### config.mk
export PLATFORM = sky130hd
export DESIGN_NAME = i2sc_front_flat
export DESIGN_NICKNAME = d
export VERILOG_FILES = /design/src/hdl/i2sc_pkg.sv /design/src/hdl/i2sc_if.sv /design/src/hdl/i2sc_front.sv /design/src/flat_wrapper.sv
export SDC_FILE = /design/constraint.sdc
export NUM_CORES = 1
export LEC_CHECK = 0
export BUFFER_PORTS_ARGS = -buffer_cell sky130_fd_sc_hd__buf_2
export CORE_UTILIZATION = 45
export DETAILED_ROUTE_END_ITERATION = 6
export PLACE_DENSITY = 0.8
export SYNTH_ARGS = -nofsm -noshare
export SYNTH_HDL_FRONTEND = slang
export SYNTH_SLANG_ARGS = --single-unit
### constraint.sdc
create_clock -name clock -period 5.3 [get_ports clock]
set_input_delay 0.795 -clock clock [delete_from_list [all_inputs] [get_ports clock]]
set_output_delay 0.795 -clock clock [all_outputs]
set_load 0.005 [all_outputs]
### src/hdl/i2sc_pkg.sv
package i2sc_pkg;

   localparam int RING_FRAMES_DEFAULT = 4;
   localparam int FRAME_MAX_DEFAULT   = 256;
   localparam int SLOT_BITS           = 32;
   localparam int PCM_BITS            = 16;
   localparam int CSR_DATA_W          = 32;
   localparam int CSR_INDEX_W         = 3;

   localparam logic [CSR_INDEX_W-1:0] CSR_CHANNEL_SELECT    = 3'd0;
   localparam logic [CSR_INDEX_W-1:0] CSR_WORD_BITS         = 3'd1;
   localparam logic [CSR_INDEX_W-1:0] CSR_CAPTURE_OFFSET    = 3'd2;
   localparam logic [CSR_INDEX_W-1:0] CSR_FRAME_SAMPLES     = 3'd3;
   localparam logic [CSR_INDEX_W-1:0] CSR_FRAME_DURATION_US = 3'd4;

   localparam logic        CMD_WORD = 1'b0;
   localparam logic        CMD_READ = 1'b1;

   localparam logic [5:0]  WORD_BITS_RESET      = 6'd24;
   localparam logic [10:0] FRAME_SAMPLES_RESET  = 11'd256;
   localparam logic [31:0] FRAME_DURATION_RESET = 32'd5333;

   typedef struct packed {
      logic               channel_select;
      logic [5:0]         word_bits;
      logic signed [5:0]  capture_offset;
      logic [10:0]        frame_samples;
      logic [31:0]        frame_duration_us;
   } cfg_type;

   typedef struct packed {
      logic                cmd;
      logic [PCM_BITS-1:0] sample;
      logic [63:0]         now_us;
   } item_type;

endpackage

### src/hdl/i2sc_if.sv
interface i2sc_req_if;
   logic        valid;
   logic        ready;
   logic        cmd;
   logic [31:0] raw_word;
   logic [63:0] now_us;
   modport source (output valid, cmd, raw_word, now_us, input ready);
   modport sink (input valid, cmd, raw_word, now_us, output ready);
endinterface


### src/hdl/i2sc_front.sv
module i2sc_front (
   input  logic                clock,
   input  logic                reset,
   input  i2sc_pkg::cfg_type   cfg,
   i2sc_req_if.sink            req_ch,
   output i2sc_pkg::item_type  head,
   output logic                head_valid,
   input  logic                pop
);
   import i2sc_pkg::*;

   logic [SLOT_BITS-1:0] shifted;
   logic [5:0]           neg_off;
   logic [5:0]           v_eff;
   logic [4:0]           low_zero;
   logic [PCM_BITS-1:0]  pcm;
   item_type             entry;
   item_type             q_ff [2];
   logic                 wr_ptr_ff, wr_ptr_in, rd_ptr_ff, rd_ptr_in;
   logic [1:0]           count_ff, count_in;
   logic                 push;

   // capture shift, then keep the top valid bits scaled to 16
   always_comb begin
      neg_off = 6'(-cfg.capture_offset);
      if (!cfg.capture_offset[5]) begin
         shifted = req_ch.raw_word << cfg.capture_offset[4:0];
      end else if (neg_off[5]) begin
         shifted = '0;
      end else begin
         shifted = req_ch.raw_word >> neg_off[4:0];
      end
      priority if (cfg.word_bits == 6'd0) begin
         v_eff = 6'd1;
      end else if (cfg.word_bits > 6'd32) begin
         v_eff = 6'd32;
      end else begin
         v_eff = cfg.word_bits;
      end
      low_zero = (v_eff >= 6'd16) ? 5'd0 : 5'(6'd16 - v_eff);
      pcm = shifted[31:16] & (16'hFFFF << low_zero);
   end

   assign entry.cmd    = req_ch.cmd;
   assign entry.sample = pcm;
   assign entry.now_us = req_ch.now_us;

   assign req_ch.ready = (count_ff != 2'd2);
   assign push         = req_ch.valid && req_ch.ready;
   assign head         = q_ff[rd_ptr_ff];
   assign head_valid   = (count_ff != 2'd0);

   always_comb begin
      wr_ptr_in = push ? ~wr_ptr_ff : wr_ptr_ff;
      rd_ptr_in = pop ? ~rd_ptr_ff : rd_ptr_ff;
      count_in  = count_ff + 2'(push) - 2'(pop);
   end

   always_ff @(posedge clock) begin
      if (reset) begin
         wr_ptr_ff <= 1'b0;
         rd_ptr_ff <= 1'b0;
         count_ff  <= 2'd0;
      end else begin
         wr_ptr_ff <= wr_ptr_in;
         rd_ptr_ff <= rd_ptr_in;
         count_ff  <= count_in;
      end
      if (push) begin
         q_ff[wr_ptr_ff] <= entry;
      end
   end
endmodule

### src/flat_wrapper.sv
// flat-port wrapper written by rule: the top's interface ports become plain ports
module i2sc_front_flat import i2sc_pkg::*;
  (clock, reset, cfg, head, head_valid, pop, req_ch_valid, req_ch_cmd, req_ch_raw_word, req_ch_now_us, req_ch_ready);
  i2sc_req_if req_ch_i ();
  input  logic clock;
  input  logic reset;
  input  i2sc_pkg::cfg_type cfg;
  output i2sc_pkg::item_type head;
  output logic head_valid;
  input  logic pop;
  input wire logic [$bits(req_ch_i.valid)-1:0] req_ch_valid;
  input wire logic [$bits(req_ch_i.cmd)-1:0] req_ch_cmd;
  input wire logic [$bits(req_ch_i.raw_word)-1:0] req_ch_raw_word;
  input wire logic [$bits(req_ch_i.now_us)-1:0] req_ch_now_us;
  output wire logic [$bits(req_ch_i.ready)-1:0] req_ch_ready;
  assign req_ch_i.valid = req_ch_valid;
  assign req_ch_i.cmd = req_ch_cmd;
  assign req_ch_i.raw_word = req_ch_raw_word;
  assign req_ch_i.now_us = req_ch_now_us;
  assign req_ch_ready = req_ch_i.ready;
  i2sc_front u_core (.clock(clock), .reset(reset), .cfg(cfg), .req_ch(req_ch_i), .head(head), .head_valid(head_valid), .pop(pop));
endmodule
== Word-level counts from Yosys, hierarchy flattened ==
Memory sizes are Yosys's and may differ from the RTL's. A register that Yosys moved wholly into a read port is not among the register bits.
Index checks and enable logic that the tools add are counted.

* $add $sub $neg: 4
* $lt $le $gt $ge: 2
* Equality and inequality tests: 1
* Shifts and indexed selects: 3
* Multiplexer cells: 9
* Bitwise logic cells: 3
* Reduce and logical (&&, ||, !) cells: 3

{| class="wikitable"
|+ Operators by type and width
! kind !! count
|-
| 32-bit two-way mux || 2
|-
| 32-bit by 5-bit << shifter with 32-bit output || 1
|-
| 32-bit by 5-bit right shift with 32-bit output || 1
|-
| 16-bit AND || 1
|-
| 16-bit by 5-bit << shifter with 16-bit output, first input constant || 1
|-
| 6-bit two-way mux || 2
|-
| 6-bit by 5-bit greater-or-equal comparator with 1-bit output, second input constant || 1
|-
| 6-bit greater-than comparator, second input constant || 1
|-
| 6-bit zero test || 1
|-
| 6-bit negator || 1
|-
| 5-bit two-way mux || 1
|-
| 5-bit subtractor, first input constant || 1
|-
| 1-bit two-way mux || 4
|-
| 2-bit by 1-bit adder with 2-bit output || 1
|-
| 2-bit != test, second input constant || 1
|-
| 1-bit NOT || 2
|-
| 2-bit nonzero test || 1
|-
| 2-bit by 1-bit subtractor with 2-bit output || 1
|-
| 1-bit logical AND || 1
|}

* Register bits: 4
* RAM bits: 162
* Input port bits: 157
* Logic and storage cells: 29
* Memories kept: 1

{| class="wikitable"
|+ Memories
! name !! words !! width !! read ports !! clocked after memory_dff !! write ports !! line !! RTL
|-
| u_core.q_ff || 2 || 81 || 1 || 1 || 1 || i2sc_front.sv:18 || <nowiki>item_type q_ff [2];</nowiki>
|}

== Logic depth before layout (Yosys ltp) ==
Gate-level depths: netlist of the first run.

* Depth in word-level cells: 7
* Gate-level depth with buffers: 13
* Depth with buffers taken out: 10

== Worst setup path before layout of the first run ==
OpenSTA, ideal clock, no wires.

* Kind: input to register
* Start: input req_ch_valid
* End: memory u_core.q_ff[0][0] (netlist name), enable pin
* Arrival: 4.260 ns
* Required time: 4.779 ns
* Path slack: 0.519 ns
* Cell stages on the path: 2
* Buffers on the path: 0
* Cell sequence: nand2_1 > nor2_1

* Word-level cells in the longest chain between the ends: 3

{| class="wikitable"
|+ Ends and longest elaborated chain
! item !! line !! RTL
|-
| start: declaration || flat_wrapper.sv:11 || <nowiki>input wire logic [$bits(req_ch_i.valid)-1:0] req_ch_valid;</nowiki>
|-
| 1-bit logical AND || i2sc_front.sv:49 || <nowiki>assign push = req_ch.valid && req_ch.ready;</nowiki>
|-
| 1-bit two-way mux || i2sc_front.sv:69 || <nowiki>if (push) begin</nowiki>
|-
| 1-bit two-way mux (implied by the code) || i2sc_front.sv:70 || <nowiki>q_ff[wr_ptr_ff] <= entry;</nowiki>
|-
| end: declaration || i2sc_front.sv:18 ||
|}

Every way passes these cells.

== Worst setup path after layout of the first run ==
* Start: input cfg[45] (netlist name)
* End: memory u_core.q_ff[0][68] (netlist name), data pin

* Word-level cells in the longest chain between the ends: 5
* Elaborated cells between the ends (all ways): 6

{| class="wikitable"
|+ Ends and longest elaborated chain
! item !! line !! RTL
|-
| start: declaration || flat_wrapper.sv:7 || <nowiki>input i2sc_pkg::cfg_type cfg;</nowiki>
|-
| 6-bit negator || i2sc_front.sv:25 || <nowiki>neg_off = 6'(-cfg.capture_offset);</nowiki>
|-
| 32-bit by 5-bit right shift with 32-bit output || i2sc_front.sv:31 || <nowiki>shifted = req_ch.raw_word >> neg_off[4:0];</nowiki>
|-
| 32-bit two-way mux || i2sc_front.sv:28 || <nowiki>end else if (neg_off[5]) begin</nowiki>
|-
| 32-bit two-way mux (*) || i2sc_front.sv:26 || <nowiki>if (!cfg.capture_offset[5]) begin</nowiki>
|-
| 16-bit AND (*) || i2sc_front.sv:41 || <nowiki>pcm = shifted[31:16] & (16'hFFFF << low_zero);</nowiki>
|-
| named net u_core.pcm[4] || i2sc_front.sv:16 || <nowiki>logic [PCM_BITS-1:0] pcm;</nowiki>
|}

The timed path passes the listed nets; every way through them passes the cells marked *.

==> impl_metrics.json, run 1 <==
{
  "status": "finished clean",
  "post-layout-total-power_mw": 3.85,
  "leakage_nw": 4.10,
  "cp_max_fo": 39,
  "buffer_ports.inserted": 195,
  "cp.required_ps": 5460,
  "mostFrequentLayoutCell": "sky130_fd_sc_hd__buf_2",
  "hold_depth": 2,
  "worst_ep_arrival_time_ps": 3530,
  "finalWorstPathRequiredPeriod_ps": 3370,
  "rows": 51,
  "coreArea_sq_um": 19800,
  "slowest_stage": "sky130_fd_sc_hd__xnor2_1",
  "max_cap_viol_count": 0,
  "powerDensity_nw_per_um2": 354,
  "end_kind": "register",
  "switching_share": 0.286,
  "number_of_enable_flip_flop_cells_after_synthesis": 162,
  "ctsResizeCount": 0,
  "net_count_of_the_finished_layout": 1004,
  "dp_hpwl_microns": 15800,
  "postSynth.topFlopCell": "sky130_fd_sc_hd__edfxtp_1",
  "worst_case_vdd_ir_drop_v": 0.000272,
  "combinationalPowerShare": 0.229,
  "synthesis.area_sq_um": 9200,
  "clkSinkCount": 167,
  "setup_total_negative_slack_ps": 0,
  "die_area_sq_um": 21000,
  "cts-buffers-inserted": 17,
  "ctsHoldBuffers": 0,
  "postSynth.asyncResetShare": 0,
  "antenna_violations_before_repair": 3,
  "stdcell_area_sq_um": 10900,
  "yosys_warnings": 0,
  "synth_nets": 829,
  "min_period_over_period": 0.636,
  "drive_gt1_frac": 0.447,
  "setup_viol": 0,
  "power_report.internal_total_mw": 2.75,
  "final_hold_viol_count": 0,
  "antenna_cells": 0,
  "seqPwrFrac": 0.466,
  "final_cell_mix": "sky130_fd_sc_hd__buf_2 (195), sky130_fd_sc_hd__edfxtp_1 (162), sky130_fd_sc_hd__mux2_2 (98)",
  "vias_per_cell": 5.85,
  "pin_count_of_the_biggest_net_entering_global_routing": 82,
  "switching_power_of_the_nets_mw": 1.10,
  "effective_utilization_at_floorplan": 0.465,
  "cts_root_buffer_type": "sky130_fd_sc_hd__clkbuf_16",
  "clock_tree.buffer_depth": 2,
  "drv_slew": 0,
  "groute.usage.overall": 0.214,
  "synth_seq_area_share": 0.539,
  "yosys.cell_types.count": 69,
  "ys_seq_elements": 167,
  "slowest_delay_ps": 910,
  "grt.overflow.total": 0,
  "die_width_microns": 145,
  "timing.clock.skew_ps": 9.85,
  "tritoncts": "built",
  "vertical_die_dimension_microns": 145,
  "max_slew_margin": 0.231,
  "p_clk_frac": 0.305,
  "drt-initial-drc-count": 648,
  "holdCritStartpoint": "u_core.rd_ptr_ff",
  "timing.critical_path.from_type": "input port",
  "finalWeightedCongestion": 0.914,
  "vias": 6560,
  "worst-setup-path-type": "in -> reg",
  "detail_route.wirelength_microns": 22500,
  "fmaxAchievable_mhz": 297,
  "synth_cells": 668,
  "postCtsSetupBuffers": 0,
  "detail_route.drc_violations": 0,
  "cp_cell_sequence": "buf_2, buf_4, nor3_4, xnor2_1, nor2_1, o21ai_1, a21oi_1, o311a_1",
  "global_route_wire_length_before_repair_microns": 34900,
  "num-fill-cells": 1586,
  "hold_path.class": "reg -> reg",
  "drt_pass1_iterations": 6,
  "placed_area_sq_um": 10300,
  "startpoint": "cfg[45]",
  "syn_to_final_growth_pct": 18.2,
  "final_antenna_net_count": 0,
  "insertion_delay_ps": 420,
  "routedWlPerCell_microns": 20.0,
  "rsz_0062_raised_after_global_routing": "no",
  "cts.reportedPaths.clkPinSlew_ps": 70,
  "depth_of_the_cts_h_tree": 4,
  "worst_r2r_path_depth": 5,
  "rr_startpoint": "u_core.count_ff[0]",
  "io-pin-count": 240,
  "post_synth.cell_area_avg_sq_um": 13.8,
  "vias_in_the_first_global_route": 6199,
  "timing_worst_slew_pin_value_ps": 1150
}
-- cells by family after synthesis --
kind of cell	count (synthesis)	synth area share
fa+ha+maj	4	0.00544
simple gates	156	0.0789
mux	170	0.248
xor+xnor	10	0.00952
flops	167	0.539
compound gates	104	0.0836
buf+inv	57	0.0349
-- power by group through the flow --
| stage | registers (mW) | logic, mW | clock network [mW] |
|---|---|---|---|
| 2_1_floorplan | 1.80 | 0.557 | 0 |
| 3_3_place_gp | 1.81 | 0.868 | 0 |
| 3_5_place_dp | 1.82 | 0.880 | 0 |
| 4_1_cts | 1.80 | 0.886 | 1.19 |
| 5_1_grt | 1.82 | 0.956 | 1.24 |
| 6_report | 1.80 | 0.883 | 1.17 |
-- Yosys cell counts, types with 3 or more instances --
master | number | area, sq um
sky130_fd_sc_hd__nor3_1 | 12 | 60.1
sky130_fd_sc_hd__dfxtp_1 | 5 | 100
sky130_fd_sc_hd__o211ai_1 | 4 | 30.0
sky130_fd_sc_hd__o21ai_1 | 3 | 15.0
sky130_fd_sc_hd__and3_1 | 5 | 31.3
sky130_fd_sc_hd__o21ai_0 | 15 | 75.1
sky130_fd_sc_hd__mux4_2 | 35 | 788
sky130_fd_sc_hd__a31oi_1 | 9 | 56.3
sky130_fd_sc_hd__buf_2 | 12 | 60.1
sky130_fd_sc_hd__ha_1 | 4 | 50.1
sky130_fd_sc_hd__o221ai_1 | 3 | 26.3
sky130_fd_sc_hd__inv_1 | 9 | 33.8
sky130_fd_sc_hd__mux2_2 | 98 | 1100
sky130_fd_sc_hd__a21o_1 | 3 | 22.5
sky130_fd_sc_hd__nand3_1 | 15 | 75.1
sky130_fd_sc_hd__o31ai_1 | 5 | 37.5
sky130_fd_sc_hd__xnor2_1 | 6 | 52.6
sky130_fd_sc_hd__a21oi_1 | 19 | 95.1
sky130_fd_sc_hd__a221oi_1 | 3 | 26.3
sky130_fd_sc_hd__buf_4 | 6 | 45.0
sky130_fd_sc_hd__a22oi_1 | 4 | 30.0
sky130_fd_sc_hd__a311oi_1 | 3 | 26.3
sky130_fd_sc_hd__edfxtp_1 | 162 | 4860
sky130_fd_sc_hd__o31a_1 | 3 | 26.3
sky130_fd_sc_hd__xor2_1 | 4 | 35.0
sky130_fd_sc_hd__mux2i_1 | 35 | 350
sky130_fd_sc_hd__a32oi_1 | 3 | 26.3
sky130_fd_sc_hd__nor2b_1 | 5 | 31.3
sky130_fd_sc_hd__buf_6 | 7 | 78.8
sky130_fd_sc_hd__nand2_1 | 51 | 191
sky130_fd_sc_hd__nor2_1 | 44 | 165
sky130_fd_sc_hd__or2_2 | 3 | 18.8
sky130_fd_sc_hd__a2bb2oi_1 | 4 | 35.0
sky130_fd_sc_hd__clkbuf_1 | 19 | 71.3
sky130_fd_sc_hd__nand2b_1 | 6 | 37.5
-- flip-flops by register name, indices dropped and copies added, names as in the netlist, named ones only --
| signal | flops |
|---|---|
| u_core.q_ff | 162 |
| u_core.rd_ptr_ff | 1 |
| u_core.wr_ptr_ff | 1 |
| u_core.count_ff | 2 |
-- path summary, 6_finish.rpt --
kind                                      endpoint  slack (ps)
worst max-delay path            u_core.q_ff[0][68]        1930
worst min-delay path                      register         520
worst max register to register  u_core.q_ff[0][10]        2930
worst min register to register            register         520
-- per-layer routing --
| layer | track usage | routed length [microns] |
|---|---|---|
| met5 | 0 | 35 |
| met4 | 0.0532 | 279 |
| met3 | 0.0425 | 1880 |
| met2 | 0.358 | 11300 |
| met1 | 0.284 | 8960 |
-- stage by stage --
step	cells	hold slack [ps]	utilization	setup slack, ps
finish	1121	522	0.550	1930
CTS	1121	526	0.550	1950
global placement	1089	493	0.521	1580
detailed placement	1089	505	0.521	1520
floorplan	668	480	-	519
global route	1121	543	0.550	1680
-- cell type report --
type	instances	area, sq um	share of cell area
Inverter	11	41.3	0.00379
Tap cell	265	332	0.0305
Clock buffer	17	425	0.0391
Timing Repair Buffer	202	1030	0.0945
Clock inverter	15	158	0.0145
Multi-Input combinational cell	444	3930	0.361
Sequential cell	167	4970	0.457
-- critical path, delay by kind of cell --
kind	cells	cell delay (ps)
buffers and inverters	2	990
XOR/XNOR	1	910
AO/OA/AOI/OAI	3	670
AND/OR/NAND/NOR	2	140
No activity file was read; power rests on OpenSTA's default activity.
==> run 2, diff against run 1 <==
==> constraint.sdc (replaced) <==
create_clock -name clock -period 3.25 [get_ports clock]
set_input_delay 0.4875 -clock clock [delete_from_list [all_inputs] [get_ports clock]]
set_output_delay 0.4875 -clock clock [all_outputs]
set_load 0.005 [all_outputs]
==> run 2 against run 1 <==
Net effect: power increased by 64%; non-clock buffer count is 11 higher; core utilization rose by 0.75 points; highest routed layer is now met4; critical path depth up 2; flip-flop and latch count did not move; cell count rose by 0.98%; die area stayed put; hold slack worse by 270 ps; via count shrank 0.20%; first-iteration DRC count is 2.6% lower; count of clock-buffer cells in the layout is the same; clock power grew 62%.
==> impl_metrics.json, run 2 (same netlist as run 1, synthesis figures left out) <==
{
  "setup_total_negative_slack_ps": 0,
  "max_slew_margin": 0.463,
  "end_kind": "register",
  "depth_of_the_cts_h_tree": 4,
  "hold_ws_ps": 256,
  "holdCritStartpoint": "req_ch_now_us[29]",
  "syn_to_final_growth_pct": 19.9,
  "detail_route.drc_violations": 0,
  "hold_depth": 1,
  "num-fill-cells": 1613,
  "cp_max_fo": 6,
  "insertion_delay_ps": 420,
  "grt.overflow.total": 0,
  "post-layout-total-power_mw": 6.30,
  "die_width_microns": 145,
  "rows": 51,
  "io-pin-count": 240,
  "fmaxAchievable_mhz": 381,
  "timing.critical_path.from_type": "input port",
  "slowest_delay_ps": 450,
  "multiInputGateArea_sq_um": 3930,
  "final_cell_count_without_fillers": 1132,
  "reg.largest.list": "u_core.q_ff (162), u_core.count_ff (2)",
  "worst_case_vdd_ir_drop_v": 0.000368,
  "drt-initial-drc-count": 631,
  "routedWlPerCell_microns": 19.7,
  "min_period_over_period": 0.807,
  "vertical_die_dimension_microns": 145,
  "hold_path.class": "in -> reg",
  "rr_startpoint": "u_core.count_ff[0]",
  "die_area_sq_um": 21000,
  "setup.reg_to_reg.worst_slack_ps": 1480,
  "r2r_endpoint": "u_core.q_ff[1][46]",
  "timing_worst_slew_pin_value_ps": 806,
  "clock_tree.buffer_depth": 2,
  "place_worst_setup_slack_ps": 246,
  "worst_ep_arrival_time_ps": 2770,
  "drive_gt1_frac": 0.454,
  "antenna_cells": 0,
  "groute.usage.overall": 0.214,
  "timing.final.ws_setup_ps": 627,
  "pin_count_of_the_biggest_net_entering_global_routing": 57,
  "cts_root_buffer_type": "sky130_fd_sc_hd__clkbuf_16",
  "vias": 6547,
  "vias_per_cell": 5.78,
  "global_route_wire_length_before_repair_microns": 34900,
  "detail_route.wirelength_microns": 22300,
  "slowest_stage": "sky130_fd_sc_hd__nor3_1",
  "rsz_0062_raised_after_global_routing": "no",
  "largest_register": "u_core.q_ff",
  "cts.reportedPaths.clkPinSlew_ps": 70,
  "clkSinkCount": 167,
  "drt_pass1_iterations": 6,
  "cts-buffers-inserted": 17,
  "net_count_of_the_finished_layout": 1015,
  "buffer_ports.inserted": 195,
  "numPlacedInstances": 1100,
  "min_delay_worst_endpoint": "u_core.q_ff[0][29]",
  "setup_viol": 0,
  "finalWeightedCongestion": 0.924,
  "timing.clock.skew_ps": 9.78,
  "ctsHoldBuffers": 0,
  "cp.required_ps": 3400,
  "vias_in_the_first_global_route": 6266,
  "final_antenna_net_count": 0,
  "effective_utilization_at_floorplan": 0.465,
  "status": "finished clean",
  "postCtsSetupBuffers": 0,
  "ctsResizeCount": 0,
  "cp_cell_sequence": "buf_2, or2_2, o31ai_1, nand2b_1, ha_1, xor2_1, nor3_1, nand2_1, nor3_1, nor3_1",
  "drv_slew": 0,
  "final_hold_viol_count": 0,
  "coreArea_sq_um": 19800,
  "worst-setup-path-type": "in -> reg",
  "register_area_sq_um": 4970,
  "dp_hpwl_microns": 16000,
  "worst_r2r_path_depth": 4,
  "crit_path_frequent_cell": "sky130_fd_sc_hd__nor3_1",
  "powerDensity_nw_per_um2": 571,
  "tritoncts": "built",
  "final_cell_mix": "sky130_fd_sc_hd__buf_2 (195), sky130_fd_sc_hd__edfxtp_1 (162), sky130_fd_sc_hd__mux2_2 (98)",
  "antenna_violations_before_repair": 0,
  "mostFrequentLayoutCell": "sky130_fd_sc_hd__buf_2",
  "largest_register_ffs": 162,
  "finalWorstPathRequiredPeriod_ps": 2620,
  "leakage_nw": 4.17,
  "max_cap_viol_count": 0
}
-- run 2: through the flow --
step           utilization  cell area (sq um)
2_1_floorplan            -               9210
3_3_place_gp         0.528              10400
3_5_place_dp         0.528              10400
4_1_cts              0.558              11000
5_1_grt              0.558              11000
6_report             0.558              11000
-- run 2: layout make-up --
| type | instances | share of cell area |
|---|---|---|
| inverters | 11 | 0.00374 |
| flip-flops and latches | 167 | 0.450 |
| multi-input cells | 444 | 0.356 |
| clock inverters | 15 | 0.0145 |
| clock buffers | 17 | 0.0386 |
| well taps | 265 | 0.0301 |
| repair buffers | 213 | 0.106 |
-- run 2: critical path: cells and delay by family --
family | cells | cell delay (ps)
compound gates | 1 | 350
xor+xnor | 1 | 170
simple gates | 6 | 1360
buf+inv | 1 | 140
fa+ha+maj | 1 | 260
-- run 2: layer usage --
layer | vias up | wire (microns) | share of wire | GRT usage
met5 | - | 0 | 0 | 0
met4 | 0 | 435 | 0.019 | 0.0702
met3 | 29 | 1790 | 0.080 | 0.0390
met2 | 338 | 11200 | 0.50 | 0.358
met1 | 3172 | 8890 | 0.40 | 0.281
li1 | 3008 | - | - | -
-- run 2: worst max-delay path by stage --
stage | slack (ps) | to | start | depth (start not counted)
floorplan | 140 | u_core.q_ff[0][0] | req_ch_valid | 2
global placement | 300 | u_core.q_ff[1][78] | cfg[51] | 10
detailed placement | 250 | u_core.q_ff[0][78] | cfg[51] | 10
CTS | 670 | u_core.q_ff[1][78] | cfg[51] | 10
global route | 450 | u_core.q_ff[1][78] | cfg[51] | 10
finish | 630 | u_core.q_ff[1][78] | cfg[51] | 10
-- run 2: power breakdown --
| group | internal [mW] | leakage [nW] | switching, mW |
|---|---|---|---|
| Sequential | 2.81 | 1.56 | 0.0963 |
| Combinational | 0.682 | 2.33 | 0.814 |
| Clock | 1.02 | 0.283 | 0.880 |
| Total | 4.51 | 4.17 | 1.79 |
